**src/sv/ed_pkg.sv**
```systemverilog
// ----------------------------------------------------------------------------
// ed_pkg
// Shared codes, types and constants of the edit distance engine.
// ----------------------------------------------------------------------------
package ed_pkg;

   localparam int CHAR_W = 16;
   localparam int THR_W  = 7;
   localparam int DIST_W = 7;

   typedef logic [CHAR_W-1:0] char_type;

   // request codes carried in req_tuser
   localparam logic [1:0] REQ_LOAD   = 2'd0;
   localparam logic [1:0] REQ_TEXT   = 2'd1;
   localparam logic [1:0] REQ_FINISH = 2'd2;

   localparam logic [THR_W-1:0]  THRESHOLD_RESET = 7'd5;
   localparam logic [DIST_W-1:0] DIST_SAT        = 7'd127;

   // broadcast control from the sequencer to every cell
   typedef struct packed {
      logic     clear;
      logic     load;
      char_type load_char;
   } cell_ctrl_type;

endpackage

```
**src/sv/ed_cell.sv**
```systemverilog
// ----------------------------------------------------------------------------
// ed_cell
// One pattern position: holds its pattern character and table entry, updates
// the entry as a text token passes and hands the token to the next cell.
// ----------------------------------------------------------------------------
module ed_cell
   import ed_pkg::*;
#(
   parameter int VW = 7,
   parameter int IW = 7,
   parameter int J  = 1
) (
   input  logic          clock,
   input  logic          reset,
   input  cell_ctrl_type ctrl,
   input  logic [IW-1:0] load_idx,
   input  logic          in_valid,
   input  char_type      in_char,
   input  logic [VW-1:0] in_left,
   input  logic [VW-1:0] in_diag,
   output logic          out_valid,
   output char_type      out_char,
   output logic [VW-1:0] out_left,
   output logic [VW-1:0] out_diag
);

   char_type      pchar_ff;
   logic          loaded_ff;
   logic [VW-1:0] row_ff,   row_in;
   logic          valid_ff;
   char_type      char_ff;
   logic [VW-1:0] left_ff,  left_in;
   logic [VW-1:0] diag_ff,  diag_in;
   logic [VW-1:0] cand_up, cand_left, cand_diag, min_ul, cell_val;

   always_comb begin
      cand_up   = row_ff + VW'(1);
      cand_left = in_left + VW'(1);
      cand_diag = in_diag + VW'(pchar_ff != in_char);
      min_ul    = (cand_up < cand_left) ? cand_up : cand_left;
      cell_val  = (min_ul < cand_diag) ? min_ul : cand_diag;
      row_in    = row_ff;
      left_in   = in_left;
      diag_in   = in_diag;
      // cells past the pattern end pass the token on untouched
      if (in_valid && loaded_ff) begin
         row_in  = cell_val;
         left_in = cell_val;
         diag_in = row_ff;
      end
   end

   always_ff @(posedge clock) begin
      if (reset || ctrl.clear) begin
         row_ff    <= VW'(J);
         loaded_ff <= 1'b0;
         valid_ff  <= 1'b0;
      end else begin
         row_ff   <= row_in;
         valid_ff <= in_valid;
         if (ctrl.load && load_idx == IW'(J - 1)) begin
            loaded_ff <= 1'b1;
         end
      end
   end

   always_ff @(posedge clock) begin
      if (ctrl.load && load_idx == IW'(J - 1)) begin
         pchar_ff <= ctrl.load_char;
      end
      char_ff <= in_char;
      left_ff <= left_in;
      diag_ff <= diag_in;
   end

   assign out_valid = valid_ff;
   assign out_char  = char_ff;
   assign out_left  = left_ff;
   assign out_diag  = diag_ff;

endmodule
```
**config.mk**
```make
export PLATFORM = sky130hd
export DESIGN_NAME = ed_cell
export DESIGN_NICKNAME = d
export VERILOG_FILES = /design/src/sv/ed_pkg.sv /design/src/sv/ed_cell.sv
export SDC_FILE = /design/constraint.sdc
export NUM_CORES = 1
export LEC_CHECK = 0
export BUFFER_PORTS_ARGS = -buffer_cell sky130_fd_sc_hd__buf_2
export CORE_MARGIN = 2
export CORE_UTILIZATION = 45
export DETAILED_ROUTE_END_ITERATION = 16
export GPL_TIMING_DRIVEN = 0
export PLACE_DENSITY_LB_ADDON = 0.15
export SYNTH_ARGS = -nofsm -noshare
export SYNTH_HDL_FRONTEND = slang
export SYNTH_SLANG_ARGS = --single-unit
export TNS_END_PERCENT = 30
```
**constraint.sdc**
```tcl
create_clock -name clock -period 4.3 [get_ports clock]
set_clock_uncertainty 0.15 [all_clocks]
set_input_delay 0.86 -clock clock [delete_from_list [all_inputs] [get_ports clock]]
set_output_delay 0.86 -clock clock [all_outputs]
set_load 0.03 [all_outputs]
```
==> metrics.cfg <==
[status]
status=complete, no violations

[pwr]
vdd_drop_max_mv=0.307
swShare_pct=25.3
p_per_area_mw_per_mm2=295
switching_power_mw=0.270
power.leakage_nw=1.53
combPwrFrac_pct=16.7
p_int_mw=0.797
pwr-share-seq_pct=51.7
power.share.clock_pct=31.6

[detailed_routing]
drt_iter0_markers=83
vias_per_cell=5.12
wl_per_cell_um=14.6
drc_errors=0
antenna_left=0
vias=2236
wl_um=6380
first_pass_iters=4

[sta]
slew_headroom_pct=48.1
fin_setup_tns_ps=0
fin_crit_sh_pct=97.1
slew_viol_final=0
period_needed_ps=4180
fmax_mhz=239
timing.hold.ws_ps=335
tightest_slew_ps=777
hold_violations=0
setup_viol=0

[final_layout]
layout.nets=437
diodes=0
drive_above_1_share_pct=42.7
fillers=482
final_cell_area_mm2=0.00362
area_delta_synth_final_pct=38.0

[critical_path]
reg2reg_to=row_ff[4]$_SDFFE_PP0P_
endpoint=row_ff[4]$_SDFFE_PP0P_
r2r_setup_slack_ps=220
critPathArrivalTime_ps=4260
start_kind=primary input
crit_type=primary input to register
worst-path-max-fanout=6
timing.rr.start=row_ff[0]$_SDFFE_PP1P_
worst_ep_required_time_ps=4390
reg2reg_depth=17
critPathLaunch=in_left[1]
end_kind=register

[cts]
hold_buffers=0
clk_latency_ps=300
clock-sinks=55
cts_tree=yes
cts-root-buf=clkbuf_8
cts_buffers=5
cts_htree_levels=2
clk_pin_slew_ps=100
clk_path_buf_depth=2

[hold_path]
min_from=row_ff[1]$_SDFFE_PP0P_
worstHoldPathType=register to register
hold_depth=2

[floorplanning]
die_width_um=80.3
io_pins=89
die_y_um=80.3
start_util_pct=47.0
core_mm2=0.00557
dieArea_mm2=0.00645
core.rowCount=27

[logic_synthesis]
ys.flop_type=dfxtp_1
syn_avg_cell_area_um2=10.2
yosysSeqAreaShare_pct=48.1
async_reset_ff_share_pct=0
post-synth-top-count-cell=nand2_1
synthTopCellsByArea=dfxtp_1, edfxtp_1, xor2_1
ys_seq_elements=55
synthesis.area_mm2=0.00262
synth_top_area_share_pct=29.8
synth_edf_count=16
ys.warnings.count=0
synth.distinct_cells=44
synthCells=257
synth_common_cells=nand2_1, dfxtp_1, xor2_1
yosysTopAreaCell=dfxtp_1
syn-num-nets=330

[grt]
grtUsageMet2_pct=31.4
grt_pass1_vias=2022
grt_use_met1_pct=26.6
grt_pass1_wl_um=9470
grt_max_degree=18
grt_usage_pct=19.2
grt_busiest_layer=met2
overflow=0
antenna_found_initial=0
grt_use_met3_pct=3.71

[place]
port_buffers=88
placed_cell_area_mm2=0.00315
gp_congestion=0.881
dp_hpwl_um=4810

[run]
max_cap_violations=0

how the worst min path moves through the flow:
stage,endpoint,slack [ps]
detailed placement,out_diag[6]$_DFF_P_,320
CTS,out_diag[6]$_DFF_P_,330
global placement,out_diag[6]$_DFF_P_,320
global route,loaded_ff$_SDFFE_PP0P_,380
floorplan,out_diag[6]$_DFF_P_,290
finish,out_diag[1]$_DFF_P_,340
sequential cells by signal, indices dropped and copies added, names as in the netlist:
name	count
out_left	7
out_valid	1
out_char	16
pchar_ff	16
out_diag	7
row_ff	7
loaded_ff	1
metal layers:
| metal | wire, um | part of all wire (%) | vias to the layer above |
|---|---|---|---|
| li1 | - | - | 1116 |
| met3 | 385 | 6.0 | 6 |
| met2 | 3180 | 50 | 90 |
| met5 | 0 | 0 | - |
| met4 | 54 | 0.85 | 0 |
| met1 | 2770 | 43 | 1024 |
placed cells by master (no fill, tap or decap), drive strengths merged, types with 6 or more instances in the layout:
cell / Yosys / routed
a21oi: 8 / 8
buf: 1 / 101
clkbuf: 4 / 10
dfxtp: 39 / 39
edfxtp: 16 / 16
ha: 15 / 15
inv: 7 / 7
nand2: 45 / 45
nand3: 15 / 15
nor2: 16 / 16
o21ai: 6 / 6
xnor2: 6 / 6
xor2: 25 / 25
timing repair:
item	CTS	global route
endpoints found under the setup margin	14	14
pin swaps	4	17
setup buffers	5	7
gates resized for setup	13	38
cells by family after synthesis:
kind of cell,count (synthesis),share of synthesized area [%]
compound gates,37,11.8
xor+xnor,31,10.4
fa+ha+maj,15,7.16
buf+inv,13,2.34
flops,55,48.1
mux,6,2.34
simple gates,100,17.9
worst max-delay path: stages:
cell and delay [ps]:
buf_4 140, ha_4 190, xnor2_4 170, ha_2 300, o21a_1 200, nor2_2 150, a211oi_2 80, o21ai_2 210
mux2i_2 270, inv_1 70, ha_1 280, o21a_1 110, nor2_1 50, o31a_2 380, or2_2 330, o211ai_1 230
o21ai_1 100, a21oi_1 150
final cells by class:
cell class / instances / area (um^2) / area share, %
Clock inverter: 2 / 37.5 / 1.04
Multi-Input combinational cell: 189 / 1540 / 42.6
Sequential cell: 55 / 1270 / 35.0
Buffer: 6 / 35.0 / 0.968
Inverter: 7 / 26.3 / 0.726
Tap cell: 72 / 90.1 / 2.49
Clock buffer: 6 / 72.6 / 2.01
Timing Repair Buffer: 100 / 548 / 15.1
per-stage QoR:
| stage | cells | utilization [%] | setup slack (ps) | total power, mW |
|---|---|---|---|---|
| floorplan | 257 | - | 124 | 0.650 |
| global placement | 417 | 56.6 | -575 | 0.708 |
| detailed placement | 417 | 56.6 | -606 | 0.712 |
| CTS | 430 | 60.3 | 1.31 | 1.06 |
| global route | 437 | 64.9 | -45.3 | 1.11 |
| finish | 437 | 64.9 | 124 | 1.07 |
power by group through the flow:
stage / registers, mW / clock network, mW / logic (mW)
finish: 0.551 / 0.337 / 0.179
global placement: 0.563 / 0 / 0.145
detailed placement: 0.564 / 0 / 0.148
floorplan: 0.596 / 0 / 0.0547
global route: 0.553 / 0.365 / 0.193
CTS: 0.552 / 0.347 / 0.156
No activity file was read; power rests on OpenSTA's default activity.
